===== src/hw/rtl/srph_pkg.sv =====
// srph_pkg: shared types, constants and codes for the region pair histogram
// used by srph_front, srph_fifo, srph_back and the top level
// no dependencies
`timescale 1ns / 1ps

package srph_pkg;

  // table geometry
  localparam int REGIONS    = 71;
  localparam int COUNT_BITS = 48;
  localparam int LABEL_W    = 8;
  localparam int WEIGHT_W   = 16;

  // label folding
  localparam logic [LABEL_W-1:0] LABEL_FOLD_ABOVE = LABEL_W'(100);
  localparam logic [LABEL_W-1:0] LABEL_FOLD_BY    = LABEL_W'(65);

  // symmetric matrix kept as a lower triangle
  localparam int CELLS  = REGIONS * (REGIONS + 1) / 2;
  localparam int ADDR_W = $clog2(CELLS);
  localparam int TRI_W  = 2 * LABEL_W;

  // queue between front and back
  localparam int FIFO_DEPTH = 4;
  localparam int FIFO_PTR_W = $clog2(FIFO_DEPTH);
  localparam int FIFO_CNT_W = $clog2(FIFO_DEPTH + 1);

  // input kind codes
  localparam logic KIND_ADD  = 1'b0;
  localparam logic KIND_READ = 1'b1;

  // operation carried through the queue
  typedef enum logic [1:0] {
    OP_ADD,
    OP_READ,
    OP_ERROR
  } op_t;

  // one classified transaction
  typedef struct packed {
    op_t                 op;
    logic [ADDR_W-1:0]   addr;
    logic [WEIGHT_W-1:0] weight;
  } entry_t;

  // back end sequencer states
  typedef enum logic [1:0] {
    ST_CLEAR,
    ST_IDLE,
    ST_UPDATE
  } back_state_t;

endpackage


===== src/hw/rtl/srph_front.sv =====
// srph_front: accepts transactions, folds labels, checks range and forms
// the triangle address; one registered stage feeding the queue
// depends on srph_pkg
`timescale 1ns / 1ps

module srph_front (
  input  logic                            clk,
  input  logic                            rst_n,
  input  logic                            in_valid,
  output logic                            in_ready,
  input  logic                            in_kind,
  input  logic [srph_pkg::LABEL_W-1:0]    in_first_label,
  input  logic [srph_pkg::LABEL_W-1:0]    in_second_label,
  input  logic [srph_pkg::WEIGHT_W-1:0]   in_edge_weight,
  input  logic                            clear_busy,
  output logic                            push,
  output srph_pkg::entry_t                push_data,
  input  logic                            fifo_full
);

  logic                            stage_valid_r;
  logic                            stage_valid_nxt;
  srph_pkg::entry_t                stage_entry_r;
  srph_pkg::entry_t                stage_entry_nxt;
  logic [srph_pkg::LABEL_W-1:0]    map_a;
  logic [srph_pkg::LABEL_W-1:0]    map_b;
  logic [srph_pkg::LABEL_W-1:0]    lo;
  logic [srph_pkg::LABEL_W-1:0]    hi;
  logic [srph_pkg::TRI_W-1:0]      hi_ext;
  logic [srph_pkg::TRI_W-1:0]      tri_idx;
  logic                            in_range;
  logic                            accept;

  // label folding and range check
  always_comb begin
    map_a = (in_first_label > srph_pkg::LABEL_FOLD_ABOVE) ?
            in_first_label - srph_pkg::LABEL_FOLD_BY : in_first_label;
    map_b = (in_second_label > srph_pkg::LABEL_FOLD_ABOVE) ?
            in_second_label - srph_pkg::LABEL_FOLD_BY : in_second_label;
    in_range = ({1'b0, map_a} < (srph_pkg::LABEL_W + 1)'(srph_pkg::REGIONS)) &&
               ({1'b0, map_b} < (srph_pkg::LABEL_W + 1)'(srph_pkg::REGIONS));
  end

  // triangle address hi*(hi+1)/2 + lo
  always_comb begin
    lo      = (map_a < map_b) ? map_a : map_b;
    hi      = (map_a < map_b) ? map_b : map_a;
    hi_ext  = srph_pkg::TRI_W'(hi);
    tri_idx = ((hi_ext * (hi_ext + srph_pkg::TRI_W'(1))) >> 1) + srph_pkg::TRI_W'(lo);
  end

  // stage handshake
  assign push     = stage_valid_r && !fifo_full;
  assign in_ready = !clear_busy && (!stage_valid_r || !fifo_full);
  assign accept   = in_valid && in_ready;
  assign push_data = stage_entry_r;

  always_comb begin
    stage_valid_nxt = stage_valid_r;
    stage_entry_nxt = stage_entry_r;
    if (push) begin
      stage_valid_nxt = 1'b0;
    end
    if (accept) begin
      stage_valid_nxt        = 1'b1;
      stage_entry_nxt.addr   = srph_pkg::ADDR_W'(tri_idx);
      stage_entry_nxt.weight = in_edge_weight;
      if (!in_range) begin
        stage_entry_nxt.op = srph_pkg::OP_ERROR;
      end else if (in_kind == srph_pkg::KIND_READ) begin
        stage_entry_nxt.op = srph_pkg::OP_READ;
      end else begin
        stage_entry_nxt.op = srph_pkg::OP_ADD;
      end
    end
  end

  // stage registers
  always_ff @(posedge clk) begin
    if (!rst_n) begin
      stage_valid_r <= 1'b0;
    end else begin
      stage_valid_r <= stage_valid_nxt;
    end
    stage_entry_r <= stage_entry_nxt;
  end

endmodule


===== config.mk =====
export PLATFORM = sky130hd
export DESIGN_NAME = srph_front
export DESIGN_NICKNAME = d
export VERILOG_FILES = /design/src/hw/rtl/srph_pkg.sv /design/src/hw/rtl/srph_front.sv
export SDC_FILE = /design/constraint.sdc
export NUM_CORES = 1
export LEC_CHECK = 0
export ABC_AREA = 1
export BUFFER_PORTS_ARGS = -buffer_cell sky130_fd_sc_hd__buf_4
export CORE_ASPECT_RATIO = 2
export CORE_MARGIN = 2
export CORE_UTILIZATION = 55
export DETAILED_ROUTE_END_ITERATION = 10
export GPL_ROUTABILITY_DRIVEN = 0
export PLACE_DENSITY_LB_ADDON = 0.05
export SYNTH_ARGS = -nofsm -noshare
export SYNTH_HDL_FRONTEND = slang
export SYNTH_SLANG_ARGS = --single-unit

===== constraint.sdc =====
create_clock -name clk -period 13.1 [get_ports clk]
set_clock_uncertainty 0.1 [all_clocks]
set_input_delay 2.62 -clock clk [delete_from_list [all_inputs] [get_ports clk]]
set_output_delay 2.62 -clock clk [all_outputs]
set_load 0.05 [all_outputs]

* After elaboration in Yosys (flattened, before gate mapping)
Index checks and enable logic that the tools add are counted.
** Word-level totals
- Bits in registers :: 31
- Latch bits :: 0
- RAM bits :: 0
- Bits in read-only memories :: 0
- Output and inout port bits :: 32
- Word-level logic and storage cells :: 30
- Memories kept :: 0
** Cells by class
- Add/subtract/negate cells :: 4
- Multipliers :: 1
- Div/mod/pow operators :: 0
- $lt $le $gt $ge :: 5
- Equal/unequal tests :: 0
- Shifts and indexed selects :: 0
- Muxes and demuxes :: 7
- Bitwise logic cells :: 0
- Reductions and logical operators :: 9
** Operator list (number)
- 8-bit 2-to-1 mux :: 4
- 8-bit by 7-bit > comparator with 1-bit output, second input constant :: 2
- 8-bit by 7-bit less-than comparator with 1-bit output, second input constant :: 2
- 8-bit by 7-bit subtractor with 8-bit output, second input constant :: 2
- 8-bit by 9-bit multiplier with 13-bit output :: 1
- 12-bit by 8-bit adder with 12-bit output :: 1
- 8-bit by 1-bit adder with 9-bit output, second input constant :: 1
- 8-bit less-than comparator :: 1
- 1-bit logical AND :: 4
- 1-bit logical NOT :: 3
- 1-bit 2-to-1 mux :: 3
- 2-bit nonzero test :: 1
- 1-bit logical OR :: 1

* Longest topological paths before layout
- Word-level depth :: 7
- Gate-level depth with buffers :: 47

* Worst setup path after synthesis
OpenSTA, ideal clock, no wires.
- Kind :: input -> register
- From :: input port in_first_label[0] (netlist name)
- To :: register stage_entry_r (netlist bit push_data[27]) (data pin)
- Library setup time :: 252 ps
- Data arrival time :: 10115 ps
- Required time :: 12748 ps
- Setup slack :: 2632 ps
- Cell stages on the path :: 42
- Buffers on the path :: 1
- Path through :: inv_1 > ha_1 > o21ai_2 > nand2_2 > nand2_4 > nand2_1 > or3_1 > xor2_1 > inv_1 > ha_1 > a21oi_1 > nor2_1 > a211oi_1 > nand2_4 > buf_6 > o21ai_0 > ha_1 > inv_1 > [... 6 more ...] > fa_1 > inv_1 > fa_1 > inv_1 > fa_1 > inv_1 > ha_1 > nand2_1 > nor3_1 > nand3_1 > o2111ai_1 > xor3_1 > nand2_1 > nand2_1 > nand2_1 > nand2_1 > nand2_1 > nand2_1
** Between the ends
- Cells in the longest elaborated chain, start to end :: 7
- Elaborated cells between the ends (all ways) :: 9
- Those cells by class :: add/sub (3); mul (1); order compare (2); mux (3)
** RTL lines
- start: declaration :: RTL line srph_front.sv:12 : input logic [srph_pkg::LABEL_W-1:0] in_first_label,
- 8-bit by 7-bit subtractor with 8-bit output / 8-bit by 7-bit > comparator with 1-bit output (equally long branches) :: RTL line srph_front.sv:37, srph_front.sv:36
- 8-bit 2-to-1 mux (*) :: RTL line srph_front.sv:36 : map_a = (in_first_label > srph_pkg::LABEL_FOLD_ABOVE) ?
- 8-bit less-than comparator :: RTL line srph_front.sv:46, srph_front.sv:47
- 8-bit 2-to-1 mux :: RTL line srph_front.sv:47 : hi = (map_a < map_b) ? map_b : map_a;
- 8-bit by 1-bit adder with 9-bit output :: RTL line srph_front.sv:49 : tri_idx = ((hi_ext * (hi_ext + srph_pkg::TRI_W'(1))) >> 1) + srph_pkg::TRI_W'(lo);
- 8-bit by 9-bit multiplier with 13-bit output :: RTL line srph_front.sv:49
- 12-bit by 8-bit adder with 12-bit output (*) :: RTL line srph_front.sv:49
- via tri_idx, one bit :: RTL line srph_front.sv:30 : logic [srph_pkg::TRI_W-1:0] tri_idx;
- end signal: assignment :: RTL line srph_front.sv:85 : stage_entry_r <= stage_entry_nxt;
- end: declaration :: RTL line srph_front.sv:23 : srph_pkg::entry_t stage_entry_r;
The timed path passes the listed nets; every way through them passes the cells marked *.
A chain may end at the register's enable or synchronous reset.

* Worst setup path after layout
- From :: input port in_second_label[0] (netlist name)
- To :: register stage_entry_r (netlist bit push_data[27]) (data pin)
** Between the ends
- Cells in the longest elaborated chain, start to end :: 7
- Elaborated cells between the ends (all ways) :: 9
- Those cells by class :: add/sub (3); mul (1); order compare (2); mux (3)
** RTL lines
- start: declaration :: RTL line srph_front.sv:13 : input logic [srph_pkg::LABEL_W-1:0] in_second_label,
- 8-bit by 7-bit subtractor with 8-bit output / 8-bit by 7-bit > comparator with 1-bit output (equally long branches) :: RTL line srph_front.sv:39, srph_front.sv:38
- 8-bit 2-to-1 mux (*) :: RTL line srph_front.sv:38 : map_b = (in_second_label > srph_pkg::LABEL_FOLD_ABOVE) ?
- 8-bit less-than comparator :: RTL line srph_front.sv:46, srph_front.sv:47
- 8-bit 2-to-1 mux :: RTL line srph_front.sv:47
- 8-bit by 1-bit adder with 9-bit output :: RTL line srph_front.sv:49
- 8-bit by 9-bit multiplier with 13-bit output :: RTL line srph_front.sv:49
- 12-bit by 8-bit adder with 12-bit output (*) :: RTL line srph_front.sv:49
- via tri_idx, one bit :: RTL line srph_front.sv:30
Marked as above.

==> results by group <==
Clock tree
  • Total CTS buffers: 5
  • Worst-Skew Late Latency: 0.27 ns
  • CTS clk-pin slew, worst paths: 0.05 ns
  • CTS tree: yes
  • Hold-fix buffers, CTS: 0
  • Sink Count: 31
  • Number of setup buffers added after CTS: 0
  • Clock Tree Buf Depth: 2
  • Htree depth: 2
  • Post-CTS sizing: 0
  • Root Buffer: clkbuf_16

Setup path
  • Worst r2r dst: push_data[16]
  • R2R cell count: 4
  • CP required: 13.03 ns
  • CP most frequent cell: nand2_1
  • CP Launch Point: in_second_label[0]
  • Critical path endpoint: push_data[27]
  • Crit end category: register
  • CP Class: input pin to register
  • Data arrival time of the worst path: 11.39 ns
  • Max incr delay on CP: 0.61 ns
  • Max FO, Critical Path: 23
  • Worst setup SP type: input pin
  • R2R Setup Slk: 11.73 ns
  • Reg-to-Reg Start: stage_valid_r
  • Critical-path top delay cell: a211oi_1

Timing
  • Hold Fails Final Rpt: 0
  • Max-slew headroom: 0.483
  • Setup TNS: 0 ns
  • RSZ-0062 raised after global routing: no
  • Fin crit share: 0.875
  • Worst slew pin tran: 0.771 ns
  • Slew Limit Fails: 0
  • Min cycle time layout: between 10 and 15 ns
  • Final Setup Violations: 0
  • FMAX: 0.0873 GHz

Routing
  • Via Count: 3,537
  • Routed wire length per instance: between 10 and 15 um
  • DR vias/cell: 5.26
  • Total wire length: 9630 um
  • DRC Markers: 0
  • Post-route ant nets: 0
  • DRT Pass-1 Iters: 5
  • Iter 0 DRT Violations: 179

Final layout
  • Final nets: between 700 and 800
  • Antenna diode count: 0
  • Layout cells sized above 1: 0.186
  • P&R area growth vs syn: 18.5%
  • Commonest non-fill, non-tap cells in the layout: inv_1 (115), nand2_1 (74), buf_4 (70)
  • Commonest non-fill, non-tap cell in the layout: inv_1

Floorplan
  • Die ar.: 8320 um^2
  • Starting density of the core: 0.568
  • Row Count: 44
  • Die Y-Extent: ~130 um
  • Ports: 70
  • Area of the core: between 7000 and 8000 um^2
  • Horiz. Die Dim: 65.5 um

Worst hold path
  • Hold Path Class: register to register

Status
  • Status: completed

Placement
  • HPWL Detailed: between 8000 and 9000 um
  • Port bufs: 69

Flow run
  • MaxCap Viol Count: 0

Global routing
  • GRT Total Usage: 0.259
  • Vias in the first global route: around 3,700
  • Largest net degree at the start of global routing: 32
  • Initial antenna violation count: 0
  • Global-route wire length before repair: about 16,000 um
  • Congestion Overflow GR: 0

Yosys
  • Sequential element share of the synthesized area: 0.221
  • Number of synthesized flops with an enable pin: 30
  • Syn Inst Count: 503
  • Mean Syn Cell Area: 8.27 um^2
  • Yosys Warn Count: 0
  • Synth async-reset ratio: 0
  • Synthesized area: 4160 um^2
  • Cell variety after synth: 38
  • Yosys reg bits: 31
  • Top FF cell, synth: edfxtp_1
layout make-up:
cell class	count	area, um^2
clock buffer	5	125
clock inverter	3	15.0
fill	660	2390
inverter	119	447
multi-input combinational	353	2780
sequential	31	921
tap	92	115
timing repair buffer	70	526
sequential cells by signal (all words and copies together), names as in the netlist:
name and count:
stage_valid_r 1, push_data 30
per-stage QoR:
stage / std cells / utilization / worst slack [ns] / instance area, um^2 / hold WS, ns
floorplan: 506 / - / 2.63 / 4170 / 0.463
global placement: 665 / 0.654 / 1.71 / 4790 / 0.527
detailed placement: 665 / 0.654 / 1.41 / 4790 / 0.540
CTS: 673 / 0.673 / 1.70 / 4930 / 0.551
global route: 673 / 0.673 / 0.902 / 4930 / 0.593
finish: 673 / 0.673 / 1.64 / 4930 / 0.542
logic make-up (layout without fill, tap and decap cells):
group,after synthesis,count (layout),synth area share
flip-flops,31,31,0.221
AO/OA/AOI/OAI,53,53,0.0773
other,1,4,0.000901
adder cells (fa/ha/maj),85,85,0.324
XOR/XNOR,31,31,0.0722
buffers and inverters,122,197,0.114
AND/OR/NAND/NOR,180,180,0.190
how the worst min path moves through the flow:
stage,startpoint,to,cells past startpoint
floorplan,stage_valid_r,stage_valid_r,4
global placement,stage_valid_r,stage_valid_r,4
detailed placement,stage_valid_r,stage_valid_r,4
CTS,stage_valid_r,stage_valid_r,4
global route,stage_valid_r,stage_valid_r,4
finish,stage_valid_r,stage_valid_r,4
synthesized netlist by cell type, types with 4 or more instances:
library cell,n,share of area
nor2_2,5,0.0075
inv_1,115,0.10
nor2_1,61,0.055
xor2_1,24,0.051
a21oi_1,20,0.024
inv_2,4,0.0036
o21ai_0,17,0.020
nand2_4,4,0.011
edfxtp_1,30,0.22
nand2_1,74,0.067
nand2_2,7,0.011
nand3_1,17,0.020
fa_1,38,0.18
ha_1,47,0.14
xnor2_1,5,0.011
layer usage:
metal  global-route usage  wire length, um  up-vias
met3               0.0211              468       36
met5                    0                0        -
li1                     -                -     1712
met1                0.238             3130     1661
met2                0.495             5290      128
met4                0.199              744        0
worst max-delay path, delay by kind of cell:
kind / cells / cell delay [ns]
buffers and inverters: 9 / 0.76
xor gates and xnor gates: 1 / 0.45
AOI/OAI and AO/OA: 5 / 1.35
and+or+nand+nor: 22 / 2.65
adders and majority gates: 9 / 3.56
Power is left out: the tool's default activity adds up to more than one toggle a clock period on the data nets, which glitch-free logic cannot reach.
