$ cat src/hw/rtl/srph_pkg.sv
// srph_pkg: shared types, constants and codes for the region pair histogram
// used by srph_front, srph_fifo, srph_back and the top level
// no dependencies
`timescale 1ns / 1ps

package srph_pkg;

  // table geometry
  localparam int REGIONS    = 71;
  localparam int COUNT_BITS = 48;
  localparam int LABEL_W    = 8;
  localparam int WEIGHT_W   = 16;

  // label folding
  localparam logic [LABEL_W-1:0] LABEL_FOLD_ABOVE = LABEL_W'(100);
  localparam logic [LABEL_W-1:0] LABEL_FOLD_BY    = LABEL_W'(65);

  // symmetric matrix kept as a lower triangle
  localparam int CELLS  = REGIONS * (REGIONS + 1) / 2;
  localparam int ADDR_W = $clog2(CELLS);
  localparam int TRI_W  = 2 * LABEL_W;

  // queue between front and back
  localparam int FIFO_DEPTH = 4;
  localparam int FIFO_PTR_W = $clog2(FIFO_DEPTH);
  localparam int FIFO_CNT_W = $clog2(FIFO_DEPTH + 1);

  // input kind codes
  localparam logic KIND_ADD  = 1'b0;
  localparam logic KIND_READ = 1'b1;

  // operation carried through the queue
  typedef enum logic [1:0] {
    OP_ADD,
    OP_READ,
    OP_ERROR
  } op_t;

  // one classified transaction
  typedef struct packed {
    op_t                 op;
    logic [ADDR_W-1:0]   addr;
    logic [WEIGHT_W-1:0] weight;
  } entry_t;

  // back end sequencer states
  typedef enum logic [1:0] {
    ST_CLEAR,
    ST_IDLE,
    ST_UPDATE
  } back_state_t;

endpackage

$ cat src/hw/rtl/srph_fifo.sv
// srph_fifo: short queue of classified transactions between front and back
// depends on srph_pkg
`timescale 1ns / 1ps

module srph_fifo (
  input  logic             clk,
  input  logic             rst_n,
  input  logic             push,
  input  srph_pkg::entry_t push_data,
  output logic             full,
  input  logic             pop,
  output srph_pkg::entry_t pop_data,
  output logic             empty
);

  srph_pkg::entry_t                  slots_r [srph_pkg::FIFO_DEPTH];
  logic [srph_pkg::FIFO_PTR_W-1:0]   wr_ptr_r;
  logic [srph_pkg::FIFO_PTR_W-1:0]   wr_ptr_nxt;
  logic [srph_pkg::FIFO_PTR_W-1:0]   rd_ptr_r;
  logic [srph_pkg::FIFO_PTR_W-1:0]   rd_ptr_nxt;
  logic [srph_pkg::FIFO_CNT_W-1:0]   count_r;
  logic [srph_pkg::FIFO_CNT_W-1:0]   count_nxt;
  logic                              do_push;
  logic                              do_pop;

  assign full     = (count_r == srph_pkg::FIFO_CNT_W'(srph_pkg::FIFO_DEPTH));
  assign empty    = (count_r == '0);
  assign do_push  = push && !full;
  assign do_pop   = pop && !empty;
  assign pop_data = slots_r[rd_ptr_r];

  // pointer and fill count update
  always_comb begin
    wr_ptr_nxt = wr_ptr_r;
    rd_ptr_nxt = rd_ptr_r;
    count_nxt  = count_r;
    if (do_push) begin
      wr_ptr_nxt = (wr_ptr_r == srph_pkg::FIFO_PTR_W'(srph_pkg::FIFO_DEPTH - 1)) ?
                   '0 : wr_ptr_r + srph_pkg::FIFO_PTR_W'(1);
    end
    if (do_pop) begin
      rd_ptr_nxt = (rd_ptr_r == srph_pkg::FIFO_PTR_W'(srph_pkg::FIFO_DEPTH - 1)) ?
                   '0 : rd_ptr_r + srph_pkg::FIFO_PTR_W'(1);
    end
    if (do_push && !do_pop) begin
      count_nxt = count_r + srph_pkg::FIFO_CNT_W'(1);
    end else if (do_pop && !do_push) begin
      count_nxt = count_r - srph_pkg::FIFO_CNT_W'(1);
    end
  end

  // control registers
  always_ff @(posedge clk) begin
    if (!rst_n) begin
      wr_ptr_r <= '0;
      rd_ptr_r <= '0;
      count_r  <= '0;
    end else begin
      wr_ptr_r <= wr_ptr_nxt;
      rd_ptr_r <= rd_ptr_nxt;
      count_r  <= count_nxt;
    end
  end

  // slot storage
  always_ff @(posedge clk) begin
    if (do_push) begin
      slots_r[wr_ptr_r] <= push_data;
    end
  end

`ifndef SYNTHESIS
  // fill count never passes the depth
  a_count_bound: assert property (@(posedge clk) disable iff (!rst_n)
    count_r <= srph_pkg::FIFO_CNT_W'(srph_pkg::FIFO_DEPTH))
    else $error("queue fill count out of range");

  // pointers coincide whenever the queue is empty or full
  a_ptr_match: assert property (@(posedge clk) disable iff (!rst_n)
    (empty || full) |-> (wr_ptr_r == rd_ptr_r))
    else $error("queue pointers disagree with fill count");

  // the front never pushes into a full queue
  a_no_overflow: assert property (@(posedge clk) disable iff (!rst_n)
    push |-> !full)
    else $error("push into full queue");
`endif

endmodule

$ cat config.mk
export PLATFORM = sky130hd
export DESIGN_NAME = srph_fifo
export DESIGN_NICKNAME = d
export VERILOG_FILES = /design/src/hw/rtl/srph_pkg.sv /design/src/hw/rtl/srph_fifo.sv
export SDC_FILE = /design/constraint.sdc
export NUM_CORES = 1
export LEC_CHECK = 0
export BUFFER_PORTS_ARGS = -buffer_cell sky130_fd_sc_hd__buf_4
export CAP_MARGIN = 10
export CORE_MARGIN = 2
export CORE_UTILIZATION = 56
export DETAILED_ROUTE_END_ITERATION = 16
export PLACE_DENSITY = 0.77
export SLEW_MARGIN = 20
export SYNTH_ARGS = -nofsm -noshare
export SYNTH_HDL_FRONTEND = slang
export SYNTH_SLANG_ARGS = --single-unit
$ cat constraint.sdc
create_clock -name clk -period 3.1 [get_ports clk]
set_input_delay 0.31 -clock clk [delete_from_list [all_inputs] [get_ports clk]]
set_output_delay 0.31 -clock clk [all_outputs]
set_load 0.03 [all_outputs]
# ---- Yosys cells after proc, flatten, opt, wreduce, memory -nomap -nowiden
# Memory sizes are Yosys's and may differ from the RTL's. A register that Yosys moved wholly into a read port is not among the register bits.
# Cells that the tools add are included.
dict set report totals {
  ff_bits 7
  mem_bits_rw 120
  input_bits 34
  n_memories 1
}
# memory words word_bits read_ports rd_ports_with_merged_regs write_ports line_no
set memory_table {}
lappend memory_table {slots_r 4 30 1 1 1 srph_fifo.sv:16} ;# srph_pkg::entry_t slots_r [srph_pkg::FIFO_DEPTH];
dict set report op_classes {
  add_sub_neg 4
  eq_ne 3
  n_mux 8
  reduce_logical 10
}
# operator count
set op_table {}
lappend op_table {{2-bit two-way mux} 4}
lappend op_table {{3-bit two-way mux} 2}
lappend op_table {{2-bit by 1-bit adder with 2-bit output, second input constant} 2}
lappend op_table {{2-bit equality test, second input constant} 2}
lappend op_table {{1-bit logical AND} 4}
lappend op_table {{1-bit zero test} 4}
lappend op_table {{3-bit by 1-bit adder with 3-bit output, second input constant} 1}
lappend op_table {{3-bit equality test, second input constant} 1}
lappend op_table {{3-bit zero test} 1}
lappend op_table {{3-bit by 1-bit subtractor with 3-bit output, second input constant} 1}
lappend op_table {{1-bit two-way mux} 2}
lappend op_table {{2-bit nonzero test} 1}

# ---- Longest topological paths before layout
# Gate-level depths: netlist of run 1.
dict set report logic_depth {
  depth_word 7
  ltp_mapped 9
}

# ---- Worst setup path before layout of run 1
# No wires, ideal clock.
dict set report synth_path {
  kind {register to register}
  startpoint {reg count_r[0] in the netlist's numbering}
  endpoint {reg count_r[2] in the netlist's numbering}
  t_arrival_ns 2.145
  required_ns 3.024
  slack_ns 0.880
  stages_incl_launch_ff 8
  synth_period_minus_slack_ns 2.220
  cell_sequence {dfxtp_1 > o31ai_1 > ha_1 > inv_1 > fa_1 > xor2_1 > or3_2 > a21boi_0}
}
dict set report synth_between {
  elab_chain_len 6
  elab_cells_between_ends 15
}
# element line_no
set synth_lines {}
lappend synth_lines {{start: declaration} srph_fifo.sv:21} ;# logic [srph_pkg::FIFO_CNT_W-1:0] count_r;
lappend synth_lines {{start signal: assignment} srph_fifo.sv:61} ;# count_r <= count_nxt;
lappend synth_lines {{parallel branches: the longest is 6 deep, another holds 3-bit by 1-bit subtractor with 3-bit output} --}
# Parallel ways; which one is timed is not known. The select of a mux whose other input is x is not followed.
# A chain may end at the register's enable or synchronous reset.

==> results of run 1 <==
-- sequential cells by signal, indices dropped and copies added (netlist names), named ones only --
| name | cells |
|---|---|
| rd_ptr_r | 2 |
| count_r | 3 |
| slots_r | 120 |
| wr_ptr_r | 2 |
-- worst max-delay path: cells and delay by family (launching register included) --
| family | cells | cell delay (ns) |
|---|---|---|
| mux | 1 | 0.55 |
| flops | 1 | 0.68 |
| buf+inv | 2 | 0.46 |
-- report_power, final --
group          switching, mW  leakage (nW)  total, mW  internal, mW
clock network          0.699         0.296       2.00          1.30
logic                  0.770         0.746       1.42         0.648
registers              0.146          1.17       2.28          2.13
-- Yosys cell counts --
library cell | count | area [um2]
ha_1 | 6 | 75.07
dfxtp_1 | 9 | 180.2
mux4_2 | 30 | 675.7
nor3b_2 | 1 | 12.51
nor3_1 | 1 | 5.000
xnor2_1 | 1 | 8.760
clkbuf_1 | 1 | 3.750
nor2_1 | 2 | 7.510
edfxtp_1 | 120 | 3603
fa_1 | 1 | 20.02
buf_2 | 4 | 20.02
inv_1 | 3 | 11.26
nor2b_1 | 2 | 12.51
o21ai_0 | 3 | 15.01
buf_4 | 3 | 22.52
or3_2 | 1 | 7.510
a21boi_0 | 1 | 7.510
xor2_1 | 1 | 8.760
nand2_1 | 6 | 22.52
and2_1 | 5 | 31.28
mux2i_1 | 3 | 30.03
nand3_1 | 2 | 10.01
o31ai_1 | 1 | 7.510
-- per-stage QoR --
step	util (%)	cell area (um2)
2_1_floorplan	-	4798
4_1_cts	76.38	6307
3_3_place_gp	65.38	5399
3_5_place_dp	65.38	5399
5_1_grt	76.38	6307
6_report	76.38	6307
-- cell type report --
| type | instances | area, um2 | share of cell area, % |
|---|---|---|---|
| Clock buffer | 18 | 417.9 | 6.626 |
| Clock inverter | 14 | 190.2 | 3.015 |
| Inverter | 3 | 11.26 | 0.1785 |
| Multi-Input combinational cell | 67 | 962.2 | 15.25 |
| Sequential cell | 129 | 3786 | 60.03 |
| Tap cell | 105 | 131.4 | 2.083 |
| Timing Repair Buffer | 96 | 808.3 | 12.81 |
-- per-layer routing --
layer  GRT usage (%)  up-vias
met5               0        -
met4           8.216        0
met3           7.215       18
li1                -     1074
met2           34.09       71
met1           24.59     1208
-- worst max path at each step --
stage	startpoint	to	slack [ns]	cells after the start
5_1_grt	count_r[0]$_SDFFE_PN0P_	count_r[2]$_SDFFE_PN0P_	0.45	8
2_1_floorplan	count_r[0]$_SDFFE_PN0P_	count_r[2]$_SDFFE_PN0P_	0.88	7
3_5_place_dp	count_r[0]$_SDFFE_PN0P_	count_r[2]$_SDFFE_PN0P_	0.66	8
3_3_place_gp	count_r[0]$_SDFFE_PN0P_	count_r[2]$_SDFFE_PN0P_	0.74	8
4_1_cts	flop	pop_data[27]	0.51	3
6_report	flop	pop_data[27]	0.60	3
-- cell families (layout without fill, tap and decap cells) --
kind of cell / count (synthesis) / after routing / synth area share, %
multiplexers: 33 / 33 / 14.71
AO/OA/AOI/OAI: 5 / 5 / 0.6258
buffers and inverters: 11 / 131 / 1.199
AND/OR/NAND/NOR: 20 / 20 / 2.268
XOR/XNOR: 2 / 2 / 0.3651
flip-flops: 129 / 129 / 78.85
adder cells (fa/ha/maj): 7 / 7 / 1.982
-- repair_timing --
item | 4_1_cts | 5_1_grt
setup endpoints to repair | 0 | 0
endpoints found under the hold margin | 116 | 0
hold buffers | 30 | 0
==> impl_metrics.yaml, run 1 <==
detailed_routing:
  route.detailed.drc: 0
  wl_met2_um: 4383
  routed_wl_um: 8553
  wl_per_cell_um: 19.80
  ant_nets: 0
  wl_met3_um: 427
  viasPerCell: 5.488
  dr.first_iter.drc_count: 123
  drt-met1-wl_um: 3552
  vias: 2371
  routed.top_layer: "met4"
  drt_pass1_iterations: 4
layout:
  diodes: 0
  instances_no_fill: 432
  final.fill_count: 461
  mostFrequentLayoutCell: "edfxtp_1"
  layout-drive-gt1-share_pct: 40.98
  finalNetCount: 355
  final_cell_mix: "120 x edfxtp_1, 65 x buf_4, 30 x mux4_2, 30 x dlygate4sd3_1, 16 x clkbuf_16"
  syn_to_final_growth_pct: 31.45
setup_path:
  endpoint_kind: "primary output"
  reg2reg_from: "count_r[0]$_SDFFE_PN0P_"
  worstPathRequired_ns: 2.79
  path_class: "reg2out"
  crit_slowest_cell: "dfxtp_2"
  rrSetupSlack_ns: 0.61
  worstPathArrival_ns: 2.19
  crit_path_cell_trace: "buf_12, mux4_2, buf_4"
  crit_path_start_kind: "flop"
  slowest_delay_ns: 0.68
  reg2reg_depth: 8
  crit_fanout: 17
  r2r-end: "count_r[2]$_SDFFE_PN0P_"
die:
  dieWidth_um: 96.57
  io_pins: 66
  coreArea_um2: 8258
  die_y_um: 96.57
  placementRows: 33
  start_util_pct: 58.11
  die_area_um2: 9325
synth:
  synth_cells: 207
  yosysUniqueCellTypes: 23
  avgSynthCellArea_um2: 23.18
  syn-num-nets: 248
  ys_seq_area_share_pct: 78.85
  syn_area_um2: 4798
  ys_seq_elements: 129
  ys_warn_count: 0
timing:
  setup_tns_ns: 0
  hold_slack_ns: 0.1062
  finalMaxSlewViolations: 0
  max_freq_mhz: 399.4
  setup_viol: 0
  tightest_slew_ns: 0.8454
  worst_slack_ns: 0.5964
  rsz0062_at_grt: "no"
  finalCriticalPeriod_ns: 2.504
  fin_skew_ns: 0.006729
  maxSlewHeadroom_pct: 43.64
  fin_crit_sh_pct: 80.76
  finalHoldViolations: 0
hold_path:
  min_from: "rst_n"
  hp-class: "in2reg"
  whs_path_depth: 2
  min_delay_worst_endpoint: "count_r[0]$_SDFFE_PN0P_"
power:
  p_leak_nw: 2.216
  power_mw: 5.697
  ir_drop_uv: 615.5
  powerDensity_nw_per_um2: 903.3
place:
  dp_hpwl_um: 4374
  dp_worst_setup_slack_ns: 0.6598
  gp_congestion: 0.7154
  port_buffers: 65
  dp.cells: 370
grt:
  grt-ovfl-total: 0
  antenna_found_initial: 0
  grt.total_usage_pct: 20.45
  grt_max_degree: 31
  grt_pass1_wl_um: 12990
  grt_pass1_vias: 2482
clock_network:
  tritoncts: "done"
  htree_levels: 4
  clk_latency_ns: 0.51
  clk_pin_slew_worst_paths_ns: 0.06
  cts_root_buffer: "clkbuf_8"
  numCtsBuffers: 17
  cts-resized-gates: 0
  clockBufferDepth: 2
  cts_setup_buffers: 0
  cts_num_sinks: 129
status:
  status: "finished clean"
job:
  cap_violations: 0
No activity file was read; power rests on OpenSTA's default activity.
==> run 2: changes to the inputs <==
==> constraint.sdc (replaced) <==
create_clock -name clk -period 2.33 [get_ports clk]
set_input_delay 0.233 -clock clk [delete_from_list [all_inputs] [get_ports clk]]
set_output_delay 0.233 -clock clk [all_outputs]
set_load 0.03 [all_outputs]
==> run 2 against run 1 <==
Net effect:
- first-iteration DRC count increased by 25%
- largest power group unchanged
- register-to-register slack got worse by 0.47 ns
- wire length increased by 1.7%
==> impl_metrics.yaml, run 2 (synthesis results as in run 1) <==
status:
  status: "finished clean"
die:
  coreArea_um2: 8258
  start_util_pct: 58.11
  die_y_um: 96.57
  io_pins: 66
  placementRows: 33
  die_area_um2: 9325
  dieWidth_um: 96.57
layout:
  diodes: 0
  layout-drive-gt1-share_pct: 43.45
  reg_top3: "slots_r: 120 flops, count_r: 3 flops"
  regMostFlops: "slots_r"
  syn_to_final_growth_pct: 33.79
  largest_reg_flops: 120
  mostFrequentLayoutCell: "edfxtp_1"
  final.fill_count: 474
  final_cell_mix: "120 x edfxtp_1, 69 x buf_4, 30 x mux4_2, 30 x dlygate4sd3_1, 16 x clkbuf_16"
  post-route-util_pct: 77.74
  instances_no_fill: 441
  finalNetCount: 364
hold_path:
  whs_path_depth: 2
  hp-class: "in2reg"
clock_network:
  cts_num_sinks: 129
  cts_root_buffer: "clkbuf_8"
  numCtsBuffers: 17
  htree_levels: 4
  clk_latency_ns: 0.50
  clk_pin_slew_worst_paths_ns: 0.06
  clockBufferDepth: 2
  tritoncts: "done"
place:
  port_buffers: 65
  dp.cells: 379
  dp_hpwl_um: 4958
  gp_congestion: 0.7127
detailed_routing:
  drt_pass1_iterations: 4
  ant_nets: 0
  wl_per_cell_um: 19.72
  route.detailed.drc: 0
  dr.first_iter.drc_count: 154
  vias: 2407
  routed_wl_um: 8696
  viasPerCell: 5.458
setup_path:
  worstPathArrival_ns: 2.60
  endpoint_kind: "flop"
  crit_path_start_kind: "flop"
  path_class: "reg2reg"
  worstPathRequired_ns: 2.74
  reg2reg_depth: 8
  crit_fanout: 5
timing:
  fin_skew_ns: 0.006586
  finalMaxSlewViolations: 0
  tightest_slew_ns: 0.4795
  maxSlewHeadroom_pct: 68.03
  max_freq_mhz: 457.2
  setup_viol: 0
  finalCriticalPeriod_ns: 2.187
  finalHoldViolations: 0
  fin_crit_sh_pct: 93.87
grt:
  grt_pass1_vias: 2627
  grt_pass1_wl_um: 13330
  grt-ovfl-total: 0
  antenna_found_initial: 0
  grt.total_usage_pct: 20.41
  grt_max_degree: 28
power:
  p_leak_nw: 2.257
  ir_drop_uv: 825.0
  powerDensity_nw_per_um2: 1177
job:
  cap_violations: 0
-- run 2: critical path: stages (launching register included) --
cell and delay, ns:
dfxtp_1 0.34, nor3b_2 0.17, nor2b_1 0.16, ha_1 0.20
inv_1 0.06, fa_1 0.38, xor2_1 0.18, or3_2 0.42
a21boi_0 0.18
-- run 2: worst paths after layout --
kind / start / to / slack (ns)
setup reg to reg: count_r[2]$_SDFFE_PN0P_ / count_r[2]$_SDFFE_PN0P_ / 0.14
hold / removal: rst_n / count_r[0]$_SDFFE_PN0P_ / 0.04
hold reg to reg: wr_ptr_r[1]$_SDFFE_PN0P_ / wr_ptr_r[1]$_SDFFE_PN0P_ / 0.51
setup / recovery: count_r[2]$_SDFFE_PN0P_ / count_r[2]$_SDFFE_PN0P_ / 0.14
-- run 2: layer usage --
metal / routed length, um / global-route usage, % / vias to the layer above
li1: - / - / 1088
met1: 3578 / 24.82 / 1235
met2: 4627 / 34.43 / 75
met3: 408 / 7.448 / 9
met4: 81 / 6.338 / 0
met5: 0 / 0 / -
-- run 2: final cells by class --
| type | instances | area, um2 | area share, % |
|---|---|---|---|
| repair buffers | 105 | 938.4 | 14.62 |
| multi-input cells | 67 | 967.2 | 15.07 |
| inverters | 3 | 11.26 | 0.1754 |
| flip-flops and latches | 129 | 3789 | 59.01 |
| clock inverters | 14 | 165.2 | 2.573 |
| well taps | 105 | 131.4 | 2.046 |
| clock buffers | 18 | 417.9 | 6.509 |
-- run 2: where the power goes --
| part | total (mW) | switching (mW) | internal (mW) |
|---|---|---|---|
| clock | 2.54 | 0.915 | 1.62 |
| sequential | 2.96 | 0.132 | 2.83 |
| combinational | 2.05 | 1.11 | 0.945 |
| total | 7.56 | 2.16 | 5.40 |
-- run 2: timing repair --
action	CTS	global route
resized for setup	0	3
hold buffers	30	0
setup buffers	0	0
endpoints found under the setup margin	0	1
endpoints found under the hold margin	120	0
-- run 2: stage by stage --
| stage | setup slack, ns | power [mW] | area (um2) | TNS (ns) | hold WS, ns |
|---|---|---|---|---|---|
| 6_report | 0.1429 | 7.556 | 6420 | 0 | 0.03979 |
| 5_1_grt | -0.007937 | 7.887 | 6420 | -0.007937 | 0.02687 |
| 4_1_cts | 0.09927 | 7.626 | 6412 | 0 | 0.02281 |
| 3_5_place_dp | 0.1091 | 5.025 | 5529 | 0 | 0.4370 |
| 3_3_place_gp | 0.2090 | 4.979 | 5529 | 0 | 0.4327 |
| 2_1_floorplan | 0.1098 | 4.284 | 4798 | 0 | 0.3319 |
